==> src/hdl/hdlcf_pkg.sv <==
`timescale 1ns / 1ps
`default_nettype none
// ----------------------------------------------------------------------------
// hdlcf_pkg: shared types and constants of the async HDLC framer
// Word layouts of the request and response channels, the framer state
// record, line constants and the FCS-16 byte update.
// ----------------------------------------------------------------------------
package hdlcf_pkg;

   // Line constants
   localparam logic [7:0]  FLAG_BYTE = 8'h7E;
   localparam logic [7:0]  ESC_BYTE  = 8'h7D;
   localparam logic [7:0]  XOR_BYTE  = 8'h20;
   localparam logic [15:0] FCS_POLY  = 16'h8408;
   localparam logic [15:0] FCS_INIT  = 16'hFFFF;
   localparam logic [15:0] CAP_RESET = 16'hFFFF;

   // Most response words that one request word can cause
   localparam int MAX_RESULTS = 8;
   localparam int RES_IDX_W   = $clog2(MAX_RESULTS);
   localparam int RES_CNT_W   = $clog2(MAX_RESULTS + 1);

   // Request word: one payload byte
   typedef struct packed {
      logic [7:0] data_byte;
      logic       last_of_frame;
   } req_type;

   // Response word: one line byte
   typedef struct packed {
      logic [7:0] out_byte;
      logic       last_of_run;
      logic       frame_done;
      logic       overflow;
   } rsp_type;

   // Framer state carried from word to word
   typedef struct packed {
      logic [15:0] running_crc;
      logic        in_frame;
      logic [16:0] emitted_count;
      logic        dropping;
   } fr_state_type;

   localparam fr_state_type STATE_RESET = '{
      running_crc:   FCS_INIT,
      in_frame:      1'b0,
      emitted_count: 17'd0,
      dropping:      1'b0
   };

   // Reflected CRC-16-CCITT update over one byte, LSB first
   function automatic logic [15:0] fcs_byte(input logic [15:0] crc,
                                            input logic [7:0]  b);
      logic [15:0] c;
      c = crc ^ {8'h00, b};
      for (int k = 0; k < 8; k++) begin
         if (c[0]) begin
            c = (c >> 1) ^ FCS_POLY;
         end else begin
            c = c >> 1;
         end
      end
      return c;
   endfunction

   // Bytes sent as escape plus byte^0x20
   function automatic logic needs_escape(input logic [7:0] b);
      return (b < XOR_BYTE) || (b == FLAG_BYTE) || (b == ESC_BYTE);
   endfunction

endpackage
`default_nettype wire

==> src/hdl/hdlc_async_framer_fcs16.sv <==
`timescale 1ns / 1ps
`default_nettype none
// ----------------------------------------------------------------------------
// hdlc_async_framer_fcs16: octet-stuffed HDLC framer with FCS-16
// Payload bytes in, flagged and escaped line bytes out, with the
// complemented FCS-16 and a closing flag after the last byte of a frame.
// ----------------------------------------------------------------------------
// A payload word is held in an input register, framed in one pass into a
// run of 0 to 8 line bytes, and that run is sent one byte per cycle on the
// response port while rsp_stall is low. A plain data byte causes one line
// byte, an escaped one two, and an escaped last byte with its FCS and flags
// up to 8; a word that causes no byte (the rest of an aborted frame) gives
// an empty run. The next word is framed in the cycle the final byte of the
// current run is taken, so back-to-back runs leave no gap. The single-byte
// output port sets the rate. frame_capacity is to be written on the csr port
// only while the block is idle; the block itself does not enforce this.
// ----------------------------------------------------------------------------
module hdlc_async_framer_fcs16 (
   input  wire                        clock,
   input  wire                        reset,
   // payload words
   input  wire                        req_valid,
   output logic                       req_stall,
   input  wire hdlcf_pkg::req_type    req_data,
   // line byte words
   output logic                       rsp_valid,
   input  wire                        rsp_stall,
   output hdlcf_pkg::rsp_type         rsp_data,
   // capacity register
   input  wire                        csr_valid,
   output logic                       csr_ready,
   input  wire [15:0]                 csr_data
);

   hdlcf_pkg::fr_state_type                         state_ff, state_in;
   logic [15:0]                                     cap_ff;
   logic                                            in_valid_ff;
   hdlcf_pkg::req_type                              in_data_ff;
   hdlcf_pkg::rsp_type [hdlcf_pkg::MAX_RESULTS-1:0] res_ff, res_in;
   logic [hdlcf_pkg::RES_CNT_W-1:0]                 left_ff, count_in;
   logic [hdlcf_pkg::RES_IDX_W-1:0]                 idx_ff;
   logic                                            pop;
   logic                                            load;

   // framing logic for the held word
   hdlcf_encode u_encode (
      .state_i    (state_ff),
      .capacity_i (cap_ff),
      .req_i      (in_data_ff),
      .res_o      (res_in),
      .count_o    (count_in),
      .state_o    (state_in)
   );

   // output side handshake
   assign rsp_valid = (left_ff != '0);
   assign rsp_data  = res_ff[idx_ff];
   assign pop       = rsp_valid && !rsp_stall;
   assign load      = in_valid_ff &&
                      ((left_ff == '0) || (left_ff == hdlcf_pkg::RES_CNT_W'(1) && pop));
   assign req_stall = in_valid_ff && !load;
   assign csr_ready = 1'b1;

   // capacity register
   always_ff @(posedge clock) begin
      if (reset) begin
         cap_ff <= hdlcf_pkg::CAP_RESET;
      end else if (csr_valid && csr_ready) begin
         cap_ff <= csr_data;
      end
   end

   // input register
   always_ff @(posedge clock) begin
      if (reset) begin
         in_valid_ff <= 1'b0;
      end else if (req_valid && !req_stall) begin
         in_valid_ff <= 1'b1;
      end else if (load) begin
         in_valid_ff <= 1'b0;
      end
   end

   always_ff @(posedge clock) begin
      if (req_valid && !req_stall) begin
         in_data_ff <= req_data;
      end
   end

   // framer state and run buffer
   always_ff @(posedge clock) begin
      if (reset) begin
         state_ff <= hdlcf_pkg::STATE_RESET;
         left_ff  <= '0;
         idx_ff   <= '0;
      end else if (load) begin
         state_ff <= state_in;
         left_ff  <= count_in;
         idx_ff   <= '0;
      end else if (pop) begin
         left_ff  <= left_ff - 1'b1;
         idx_ff   <= idx_ff + 1'b1;
      end
   end

   always_ff @(posedge clock) begin
      if (load) begin
         res_ff <= res_in;
      end
   end

endmodule
`default_nettype wire

==> src/hdl/hdlcf_encode.sv <==
`timescale 1ns / 1ps
`default_nettype none
// ----------------------------------------------------------------------------
// hdlcf_encode: framing step for one payload byte
// From the current framer state and one payload byte, builds the list of
// line bytes (flag, escaped data, escaped FCS, closing flag or overflow)
// and the framer state that follows.
// ----------------------------------------------------------------------------
module hdlcf_encode (
   input  wire hdlcf_pkg::fr_state_type                         state_i,
   input  wire [15:0]                                           capacity_i,
   input  wire hdlcf_pkg::req_type                              req_i,
   output hdlcf_pkg::rsp_type [hdlcf_pkg::MAX_RESULTS-1:0]      res_o,
   output logic [hdlcf_pkg::RES_CNT_W-1:0]                      count_o,
   output hdlcf_pkg::fr_state_type                              state_o
);

   logic [hdlcf_pkg::RES_CNT_W-1:0] k;
   logic [16:0]                     e;
   logic [15:0]                     crc_base;
   logic [15:0]                     crc_new;
   logic [15:0]                     fcs;
   logic                            ok;
   logic [1:0]                      nsend;
   logic [2:0][7:0]                 send_bytes;

   // FCS over the new byte, starting fresh on the first byte of a frame
   assign crc_base = state_i.in_frame ? state_i.running_crc : hdlcf_pkg::FCS_INIT;
   assign crc_new  = hdlcf_pkg::fcs_byte(crc_base, req_i.data_byte);
   assign fcs      = ~crc_new;

   always_comb begin
      res_o         = '0;
      k             = '0;
      e             = state_i.emitted_count;
      ok            = 1'b1;
      state_o       = state_i;
      send_bytes[0] = req_i.data_byte;
      send_bytes[1] = fcs[7:0];
      send_bytes[2] = fcs[15:8];
      nsend         = req_i.last_of_frame ? 2'd3 : 2'd1;

      if (state_i.dropping) begin
         // rest of an aborted frame: silent, back to idle on its last byte
         if (req_i.last_of_frame) begin
            state_o.in_frame      = 1'b0;
            state_o.dropping      = 1'b0;
            state_o.emitted_count = '0;
         end
      end else begin
         // opening flag
         if (!state_i.in_frame) begin
            res_o[k[hdlcf_pkg::RES_IDX_W-1:0]].out_byte = hdlcf_pkg::FLAG_BYTE;
            k = k + 1'b1;
            e = 17'd1;
         end

         // data byte, then FCS low and high on the last byte
         for (int j = 0; j < 3; j++) begin
            if (ok && (2'(j) < nsend)) begin
               if ({1'b0, capacity_i} < e + 17'd3) begin
                  res_o[k[hdlcf_pkg::RES_IDX_W-1:0]].overflow = 1'b1;
                  k  = k + 1'b1;
                  ok = 1'b0;
               end else if (hdlcf_pkg::needs_escape(send_bytes[j])) begin
                  res_o[k[hdlcf_pkg::RES_IDX_W-1:0]].out_byte = hdlcf_pkg::ESC_BYTE;
                  k = k + 1'b1;
                  res_o[k[hdlcf_pkg::RES_IDX_W-1:0]].out_byte =
                     send_bytes[j] ^ hdlcf_pkg::XOR_BYTE;
                  k = k + 1'b1;
                  e = e + 17'd2;
               end else begin
                  res_o[k[hdlcf_pkg::RES_IDX_W-1:0]].out_byte = send_bytes[j];
                  k = k + 1'b1;
                  e = e + 17'd1;
               end
            end
         end

         // closing flag
         if (ok && req_i.last_of_frame) begin
            res_o[k[hdlcf_pkg::RES_IDX_W-1:0]].out_byte   = hdlcf_pkg::FLAG_BYTE;
            res_o[k[hdlcf_pkg::RES_IDX_W-1:0]].frame_done = 1'b1;
            k = k + 1'b1;
         end

         // next state
         if (req_i.last_of_frame) begin
            state_o.in_frame      = 1'b0;
            state_o.dropping      = 1'b0;
            state_o.emitted_count = '0;
            state_o.running_crc   = crc_new;
         end else if (!ok) begin
            state_o.in_frame = 1'b0;
            state_o.dropping = 1'b1;
         end else begin
            state_o.in_frame      = 1'b1;
            state_o.emitted_count = e;
            state_o.running_crc   = crc_new;
         end
      end

      // mark the final word of the run
      for (int i = 0; i < hdlcf_pkg::MAX_RESULTS; i++) begin
         res_o[i].last_of_run = (k != '0) && (hdlcf_pkg::RES_CNT_W'(i) == k - 1'b1);
      end
   end

   assign count_o = k;

endmodule
`default_nettype wire

==> config.mk <==
export PLATFORM = sky130hd
export DESIGN_NAME = hdlc_async_framer_fcs16
export DESIGN_NICKNAME = d
export VERILOG_FILES = /design/src/hdl/hdlcf_pkg.sv /design/src/hdl/hdlc_async_framer_fcs16.sv /design/src/hdl/hdlcf_encode.sv
export SDC_FILE = /design/constraint.sdc
export NUM_CORES = 1
export LEC_CHECK = 0
export BUFFER_PORTS_ARGS = -buffer_cell sky130_fd_sc_hd__buf_2
export CORE_MARGIN = 5
export CORE_UTILIZATION = 50
export CTS_CLUSTER_SIZE = 12
export DETAILED_ROUTE_END_ITERATION = 6
export PLACE_DENSITY_LB_ADDON = 0.05
export REMOVE_ABC_BUFFERS = 1
export SETUP_SLACK_MARGIN = 0.4
export SLEW_MARGIN = 5
export SYNTH_ARGS = -nofsm -noshare
export SYNTH_HDL_FRONTEND = slang
export SYNTH_HIERARCHICAL = 1
export SYNTH_SLANG_ARGS = --single-unit
==> constraint.sdc <==
create_clock -name clock -period 13.8 [get_ports clock]
set_input_delay 2.76 -clock clock [delete_from_list [all_inputs] [get_ports clock]]
set_output_delay 2.76 -clock clock [all_outputs]
set_load 0.01 [all_outputs]
; Word-level counts from Yosys, hierarchy flattened
; Cells that the tools add are included.
[op_classes]
n_addsub = 19
reduce_logical = 44
muxes = 112
bitwise = 14
order_cmp = 24
n_eq_ne = 15
[ops]
columns = operator, n
row1 = 88-bit bitwise mux, 14
row2 = 88-bit two-way mux, 13
row3 = 11-bit demux with 3-bit select, 11
row4 = 17-bit two-way mux, 14
row5 = 16-bit two-way mux, 10
row6 = "17-bit by 2-bit adder with 17-bit output, second input constant", 6
row7 = 11-bit two-way mux, 8
row8 = 4-bit two-way mux, 17
row9 = "17-bit by 1-bit adder with 17-bit output, second input constant", 3
row10 = 16-bit by 17-bit less-than comparator with 1-bit output, 3
row11 = "8-bit by 7-bit equality test with 1-bit output, second input constant", 6
row12 = 19-bit two-way mux, 2
row13 = 35-bit two-way mux, 1
row14 = 11-bit binary-select mux with 3-bit select, 1
row15 = "3-bit by 4-bit less-than comparator with 1-bit output, second input constant", 8
row16 = "4-bit by 1-bit adder with 4-bit output, second input constant", 7
row17 = "8-bit by 6-bit less-than comparator with 1-bit output, second input constant", 3
row18 = 2-bit NOT with 3-bit output, 8
row19 = 1-bit logical AND, 23
row20 = "3-bit by 1-bit >= comparator with 1-bit output, second input constant", 7
row21 = 1-bit two-way mux, 17
row22 = "3-bit by 4-bit equality test with 1-bit output, first input constant", 4
row23 = 16-bit NOT, 1
row24 = 16-bit by 8-bit XOR with 16-bit output, 1
row25 = other kinds (20), 40
[word_totals]
output_inout_bits = 14
ff_bits = 156
in_bits = 30
wordCells = 270

; Logic depth before layout (Yosys ltp)
; Gate-level depths: netlist (run 1).
[depth]
ltp_word = 39
depth_mapped = 71
ltp_nobuf = 62

; Hierarchy
; The synthesis (run 1) kept the hierarchy.
[by_module_without_submodules]
columns = module, cells_per_inst, n_inst, area_per_inst_um2
row1 = hdlcf_encode, 1309, 1, 8130.3
row2 = hdlc_async_framer_fcs16, 393, 1, 5906.9

; Worst setup path before layout (run 1)
; Ideal clock, no wire load.
[synth_path]
path_kind = reg-to-reg
from = register state_ff[18] in the netlist's numbering
to = register res_ff[24] in the netlist's numbering, data pin
stages_incl_launch_ff = 63
slack_ns = 1.532
arrival_time_ns = 12.101
setup_ns = 0.167
path_buffers = 11
required_ns = 13.633
cell_sequence = dfxtp_1 > buf_4 > buf_4 > buf_2 > buf_2 > buf_1 > and3_1 > clkbuf_1 > a21oi_1 > or2_2 > clkbuf_1 > nor2_1 > xor2_1 > ha_1 > a21oi_1 > nand2_1 > a2111oi_1 > a31oi_1 > [... 27 more ...] > nand2_1 > xnor2_1 > ha_1 > a2111oi_0 > nand2_1 > a211oi_1 > o21ai_0 > or4_1 > and4bb_2 > and3_1 > o21ai_1 > a211o_1 > inv_1 > ha_1 > nand2_1 > a311oi_1 > or3b_1 > a211oi_1
[synth_lines]
columns = element, line
row1 = from (decl), hdlc_async_framer_fcs16.sv:35  ; hdlcf_pkg::fr_state_type state_ff, state_in;
row2 = from (signal assigned), hdlc_async_framer_fcs16.sv:93  ; state_ff <= hdlcf_pkg::STATE_RESET;
row3 = from (signal assigned), hdlc_async_framer_fcs16.sv:97  ; state_ff <= state_in;
row4 = to (signal assigned), hdlc_async_framer_fcs16.sv:108  ; res_ff <= res_in;
row5 = to (decl), hdlc_async_framer_fcs16.sv:39  ; hdlcf_pkg::rsp_type [hdlcf_pkg::MAX_RESULTS-1:0] res_ff, res_in;

==> summary.md, run 1 <==
| Metric | Value |
|---|---|
| Antenna diode instance count | `0` |
| Area share of the largest cell type after synthesis | `20.8%` |
| Vias in the first global route | `12346` |
| Sinks on Clock Net | `156` |
| Post-synth top area cell | `sky130_fd_sc_hd__edfxtp_1` |
| Horiz. Die Dim | `178 µm` |
| Required time of the worst setup path | `14060 ps` |
| Largest family of logic cells by synthesized area | `simple AND/OR/NAND/NOR gates` |
| Largest incremental delay on the critical path | `500 ps` |
| Vert. Die Dim | `178 µm` |
| Reg2Reg Launch Point | `state_ff[1]` |
| Number of cells in the design after placement | `2052` |
| Post-route met1 wirelength | `22200 µm` |
| Hold buffer count at cts | `0` |
| Seq pwr share | `30.8%` |
| CP Launch Type | `register` |
| Number of storage elements in the synthesis netlist | `156` |
| Placeable core region | `0.0278 mm²` |
| Tot GR Track Use | `30.2%` |
| Leftover overflow at the end of global routing | `0` |
| Maximum achievable frequency | `0.0802 GHz` |
| Cell area after synthesis | `0.0140 mm²` |
| Number of vias after detailed routing | `13454` |
| Hold slack final | `487 ps` |
| Antenna violations before repair | `0` |
| Syn Inst Count | `1702` |
| Number of nets with antenna violations after routing | `0` |
| Floorplan die area | `0.0315 mm²` |
| Worst VDD drop | `0.000144 V` |
| Tightest slew margin relative to the limit | `17.8%` |
| Internal power component | `1.23 mW` |
| Total wire length | `48400 µm` |
| Total clock buffers created by CTS | `17` |
| Arithmetic-cell share of the synthesized area counting full adders, half adders and majority gates | `5.97%` |
| Htree depth | `4` |
| Number of non-filler instances in the completed layout | `2091` |
| Summed area of non-filler cells in the final layout | `0.0153 mm²` |
| Simple-gate share of the synthesized area | `25.4%` |
| Clock network power share | `23.1%` |
| Switching power as a share of total power | `44.1%` |
| Total Nets Final | `1797` |
| Total power density per cell area | `144 mW/mm²` |
| RSZ-0062 raised after global routing | `false` |
| Total count of max-transition violations in the final report | `0` |
| Tcrit/Tclk final | `90.4%` |
| Worst hold path cell count | `2` |
| Number of maximum-capacitance constraint violations | `0` |
| Detailed router's first-iteration violation count | `1562` |
| Weighted congestion reported at the end of routability-driven placement | `1.00` |
| Slew of the pin with the lowest slew margin | `1220 ps` |
| Multiplexer fraction of the synthesized cell area | `6.66%` |
| Placed Instance Area | `0.0145 mm²` |
| Combinational share of power | `46.1%` |
| Total power | `2.21 mW` |
| Endpoint of the lowest-slack register-to-register path | `res_ff[24]` |
| Count of standard-cell rows | `61` |
| Type of element capturing the critical path | `register` |
| Clock latency at the later pin of the worst-skew pair | `440 ps` |
| I/O Pins | `44` |
| Detailed-route DRC error count | `0` |
| Master cell of the clock root buffer | `sky130_fd_sc_hd__clkbuf_16` |
| Clock tree skew after final layout | `18.6 ps` |
| Worst min-delay path endpoint | `state_ff[33]` |
| Total met3 wirelength after detailed routing | `4330 µm` |
| Count of final setup violators | `0` |
| Buffers added on ports | `42` |
| Startpoint of the tightest hold check path | `state_ff[33]` |
| Most common flop cell mapped by yosys | `sky130_fd_sc_hd__edfxtp_1` |
| Initial standard-cell utilization of the core | `50.5%` |
| Detail Placement HPWL | `36200 µm` |
| Number of search-and-repair iterations in the first detailed-routing pass | `6` |
| XOR/XNOR share of the synthesized area | `7.13%` |
| Maximum number of pins on one net before global-route repair | `73` |
| Result of the run | `completed` |
| Post-synthesis compound-gate area fraction | `21.3%` |
| Most used cell, CP | `sky130_fd_sc_hd__ha_1` |
| Cell types occupying the most area after synthesis | `sky130_fd_sc_hd__edfxtp_1 21%, sky130_fd_sc_hd__dfxtp_1 8.4%, sky130_fd_sc_hd__ha_1 6.0%` |
| Synthesized area per cell | `8.25 µm²` |
| Number of cells on the worst reg-to-reg path | `53` |
| Mean routed wirelength per cell | `23.1 µm` |
| Setup slack of the worst register-to-register path | `1330 ps` |
| Max Root-Sink Buffers | `2` |
| Number of flops mapped to enable cells by yosys | `97` |
| Data arrival time of the worst path | `12730 ps` |
| Crit-path slowest cell | `sky130_fd_sc_hd__or4_1` |
| Via density | `6.43` |
| Clock tree from TritonCTS | `done` |
| Netlist cell types | `107` |
| Fraction of registers with async set/reset | `0%` |
| Ys Warns | `6` |
| Signed area change from the synthesized netlist to the final layout | `9.17%` |
| Final critical path time including I/O delays and setup | `12470 ps` |
| Switching power | `0.974 mW` |
| Leakage power | `5.43 nW` |
| Critical path peak fanout | `20` |
| Clock-pin slew on the worst setup and hold paths | `80 ps` |
| Seq/Total Area, Yosys | `29.2%` |
| Global-route wire length before repair | `73900 µm` |
| Class of the most critical hold timing path | `register to register` |
| Critical Setup Path Class | `register to register` |
| Share of cells above drive strength 1 | `13.1%` |
| Final Hold Vio Count | `0` |
| Highest metal layer with signal wires | `met4` |
| Sum of met2 wire segment lengths after detailed routing | `21100 µm` |
-- power by group through the flow --
stage	combinational, mW	clock, mW	sequential, mW
after floorplan	0.653	0	0.694
after global placement	0.972	0	0.686
after detailed placement	0.980	0	0.688
after CTS	0.986	0.522	0.678
after global routing	1.10	0.544	0.687
final	1.02	0.510	0.678
-- metal layers --
| layer | up-vias | GRT usage [%] |
|---|---|---|
| li1 | 6304 | - |
| met1 | 6391 | 45.6 |
| met2 | 701 | 45.7 |
| met3 | 58 | 4.84 |
| met4 | 0 | 6.45 |
| met5 | - | 0 |
-- cell usage after synthesis (all sizes together), types with 5 or more instances --
cell,count
a2111oi,9
a211o,22
a211oi,23
a21o,11
a21oi,150
a22o,6
a22oi,8
a31o,7
a31oi,24
and2,17
and3,29
and4,8
buf,32
clkbuf,69
dfxtp,59
edfxtp,97
ha,67
inv,39
mux2,19
mux2i,13
mux4,22
nand2,223
nand2b,18
nand3,43
nand3b,22
nand4,27
nor2,188
nor2b,26
nor3,52
nor3b,5
nor4,15
nor4b,5
o211a,6
o211ai,11
o21ai,80
o22ai,39
o31ai,11
or2,12
or3,16
or4,5
xnor2,70
xor2,40
-- final cells by class --
type / count / area (µm²)
Timing Repair Buffer: 79 / 492
Fill cell: 2629 / 12500
Inverter: 40 / 153
Clock buffer: 17 / 425
Sequential cell: 156 / 4100
Multi-Input combinational cell: 1406 / 9490
Tap cell: 378 / 473
Clock inverter: 15 / 196
-- cell families after synthesis --
kind of cell	Yosys count
muxes	54
other	1
and+or+nand+nor	717
xor gates and xnor gates	111
AOI/OAI and AO/OA	455
buffers and inverters	141
DFF	156
adders and majority gates	67
-- critical path, delay by kind of cell (launching register included) --
kind | cells | cell delay (ps)
fa+ha+maj | 5 | 1390
xor+xnor | 2 | 330
simple gates | 25 | 5710
compound gates | 16 | 3740
flops | 1 | 440
buf+inv | 5 | 640
-- worst max-delay path by stage --
| stage | slack, ps | end | depth (start not counted) | startpoint |
|---|---|---|---|---|
| floorplan | -130 | res_ff[81] | 45 | state_ff[18] |
| global route | 470 | res_ff[24] | 50 | state_ff[18] |
| detailed placement | 470 | res_ff[24] | 49 | state_ff[18] |
| CTS | 420 | res_ff[24] | 49 | state_ff[18] |
| finish | 1330 | res_ff[24] | 53 | state_ff[1] |
| global placement | 750 | res_ff[68] | 49 | state_ff[18] |
-- metrics by stage --
stage | setup slack (ps) | setup TNS (ps) | utilization (%)
2_1_floorplan | -129 | -181 | -
3_3_place_gp | 748 | 0 | 52.3
3_5_place_dp | 474 | 0 | 52.3
4_1_cts | 415 | 0 | 54.5
5_1_grt | 467 | 0 | 55.2
6_report | 1330 | 0 | 55.2
-- state kept, by name, indices dropped and copies added (netlist names) --
signal / count
in_valid_ff: 1
left_ff: 4
state_ff: 35
idx_ff: 3
cap_ff: 16
res_ff: 88
in_data_ff: 9
-- layout by cell type (no fill, tap or decap), types with 34 or more instances in the layout --
| cell type | n |
|---|---|
| sky130_fd_sc_hd__a21oi_1 | 147 |
| sky130_fd_sc_hd__buf_2 | 42 |
| sky130_fd_sc_hd__buf_4 | 36 |
| sky130_fd_sc_hd__dfxtp_1 | 57 |
| sky130_fd_sc_hd__edfxtp_1 | 97 |
| sky130_fd_sc_hd__ha_1 | 67 |
| sky130_fd_sc_hd__inv_1 | 34 |
| sky130_fd_sc_hd__nand2_1 | 220 |
| sky130_fd_sc_hd__nand3_1 | 41 |
| sky130_fd_sc_hd__nor2_1 | 183 |
| sky130_fd_sc_hd__nor3_1 | 47 |
| sky130_fd_sc_hd__o21ai_0 | 69 |
| sky130_fd_sc_hd__o22ai_1 | 38 |
| sky130_fd_sc_hd__xnor2_1 | 69 |
| sky130_fd_sc_hd__xor2_1 | 37 |
-- what timing repair did --
action | 4_1_cts | 5_1_grt
setup buffers | 0 | 6
resized for setup | 0 | 26
setup endpoints to repair | 0 | 105
(Power assumes the default switching activity.)
==> inputs of run 2 (changes only) <==
Settings changed: CORE_ASPECT_RATIO set to 1.2.
==> run 2 against run 1 <==
Count of clock-buffer cells in the layout rose by 1. Combinational power barely moved. Critical path type unchanged. Sequential share of layout area barely moved. Setup slack got worse by 170 ps. Critical endpoint unchanged. Via count rose by 0.36%. Critical path depth fell by 4.
==> summary.md, run 2 (synthesized netlist as in run 1, its figures left out) <==
| Metric | Value |
|---|---|
| Clock latency at the later pin of the worst-skew pair | `440 ps` |
| Crit-path slowest cell | `sky130_fd_sc_hd__or4_1` |
| Vias in the first global route | `12604` |
| Registers with the highest flip-flop counts | `res_ff: 88 flops, state_ff: 35 flops, cap_ff: 16 flops` |
| Tcrit/Tclk final | `91.6%` |
| Count of final setup violators | `0` |
| Sinks on Clock Net | `156` |
| Vert. Die Dim | `194 µm` |
| Number of inserted filler cells in the final layout | `2688` |
| Initial standard-cell utilization of the core | `50.4%` |
| Master cell of the clock root buffer | `sky130_fd_sc_hd__clkbuf_16` |
| Weighted congestion reported at the end of routability-driven placement | `0.974` |
| Number of search-and-repair iterations in the first detailed-routing pass | `6` |
| Global-route wire length before repair | `73800 µm` |
| Leakage power | `5.46 nW` |
| Switching power as a share of total power | `41.7%` |
| Clock tree from TritonCTS | `done` |
| Summed area of non-filler cells in the final layout | `0.0153 mm²` |
| Switching power | `0.912 mW` |
| Total negative slack for setup checks | `0 ps` |
| Max Root-Sink Buffers | `2` |
| Antenna diode instance count | `0` |
| Fraction of the core area covered by cells at the end of the flow | `55.1%` |
| Clock tree skew after final layout | `10.9 ps` |
| Required time of the worst setup path | `14050 ps` |
| Detailed-route DRC error count | `0` |
| Via density | `6.43` |
| Most common cell after layout, fill and taps aside | `sky130_fd_sc_hd__nand2_1` |
| Placed Instance Area | `0.0145 mm²` |
| Buffers added on ports | `42` |
| Total count of max-transition violations in the final report | `0` |
| Total power density per cell area | `143 mW/mm²` |
| Count of standard-cell rows | `67` |
| Result of the run | `completed` |
| Startpoint of the tightest hold check path | `state_ff[34]` |
| Share of cells above drive strength 1 | `13.1%` |
| Total Nets Final | `1804` |
| Signed area change from the synthesized netlist to the final layout | `9.29%` |
| Final Hold Vio Count | `0` |
| Number of non-filler instances in the completed layout | `2099` |
| Horiz. Die Dim | `163 µm` |
| Critical path peak fanout | `18` |
| Antenna violations before repair | `0` |
| Class of the most critical hold timing path | `register to register` |
| Worst Path Buf+Inv | `2` |
| Maximum achievable frequency | `0.0791 GHz` |
| Type of element capturing the critical path | `register` |
| Htree depth | `4` |
| Tot GR Track Use | `30.0%` |
| Critical Setup Path Class | `register to register` |
| Number of cells in the design after placement | `2056` |
| Total clock buffers created by CTS | `17` |
| Detail Placement HPWL | `36600 µm` |
| Hold buffer count at cts | `0` |
| Final critical path time including I/O delays and setup | `12650 ps` |
| Largest incremental delay on the critical path | `520 ps` |
| Seq pwr share | `31.3%` |
| Internal power component | `1.27 mW` |
| I/O Pins | `44` |
| Data arrival time of the worst path | `12890 ps` |
| Largest register FFs | `88` |
| Register ranked first by flip-flop count | `res_ff` |
| Slew of the pin with the lowest slew margin | `1100 ps` |
| Leftover overflow at the end of global routing | `0` |
| Number of nets with antenna violations after routing | `0` |
| Clock-pin slew on the worst setup and hold paths | `70 ps` |
| Total wire length | `48900 µm` |
| Number of maximum-capacitance constraint violations | `0` |
| Most used cells in the layout excluding fill and tap cells | `220 x sky130_fd_sc_hd__nand2_1, 184 x sky130_fd_sc_hd__nor2_1, 147 x sky130_fd_sc_hd__a21oi_1, 97 x sky130_fd_sc_hd__edfxtp_1, 70 x sky130_fd_sc_hd__o21ai_0` |
| Number of vias after detailed routing | `13502` |
| Combinational share of power | `45.5%` |
| Tightest slew margin relative to the limit | `26.5%` |
| Reg2Reg Launch Point | `state_ff[18]` |
| Total power | `2.19 mW` |
| Worst VDD drop | `0.0000869 V` |
| Crit. Startpoint | `state_ff[18]` |
| Placeable core region | `0.0278 mm²` |
| RSZ-0062 raised after global routing | `false` |
| Clock network power share | `23.2%` |
| Mean routed wirelength per cell | `23.3 µm` |
| Family with the most delay on the worst path | `simple AND/OR/NAND/NOR gates` |
| Floorplan die area | `0.0315 mm²` |
| Detailed router's first-iteration violation count | `1201` |
| CP Launch Type | `register` |
| Maximum number of pins on one net before global-route repair | `88` |
[run 2: cell count changes in the layout (fill, tap and decap cells not counted), sizes merged]
cell      change
clkinvlp      -1
clkbuf        +1
inv           -3
buf           +7
bufinv        +3
[run 2: repair_timing]
action,CTS,global route
gates cloned,0,1
endpoints found under the setup margin,6,107
pin swaps,0,6
resized for setup,3,19
buffers inserted,0,10
[run 2: worst paths after layout]
path | end | depth (start not counted) | slack, ps
setup reg to reg | res_ff[24] | 49 | 1150
hold / removal | state_ff[34] | 2 | 480
setup / recovery | res_ff[24] | 49 | 1150
hold reg to reg | state_ff[34] | 2 | 480
[run 2: worst reg2reg max path, delay by kind of cell, from the launching register on]
kind / cells / cell delay (ps)
AOI/OAI and AO/OA: 13 / 3890
xor gates and xnor gates: 3 / 540
adders and majority gates: 6 / 1840
buffers and inverters: 2 / 210
DFF: 1 / 480
and+or+nand+nor: 25 / 5470
[run 2: final cells by class]
class / count / area (µm²) / area share [%]
Multi-Input combinational cell: 1406 / 9440 / 61.6
Sequential cell: 156 / 4100 / 26.7
Timing Repair Buffer: 86 / 548 / 3.57
Tap cell: 379 / 474 / 3.09
Clock buffer: 18 / 429 / 2.80
Clock inverter: 14 / 190 / 1.24
Inverter: 40 / 153 / 0.995
[run 2: routing by layer]
layer	track usage, %	vias to the layer above	share of wire [%]
li1	-	6311	-
met1	35.4	6416	38
met2	51.5	607	49
met3	3.04	168	5.4
met4	19.7	0	7.6
met5	0	-	0
[run 2: power groups by stage]
stage | logic, mW | clock network, mW | registers [mW]
2_1_floorplan | 0.653 | 0 | 0.694
3_3_place_gp | 0.953 | 0 | 0.693
3_5_place_dp | 0.961 | 0 | 0.696
4_1_cts | 0.967 | 0.519 | 0.687
5_1_grt | 1.07 | 0.538 | 0.695
6_report | 0.996 | 0.507 | 0.684
[run 2: stage by stage]
step                      hold slack [ps]  setup slack, ps
final                                 484             1150
after global placement                472              704
after detailed placement              477              160
after floorplan                       450             -129
after global routing                  519              394
after CTS                             489              462
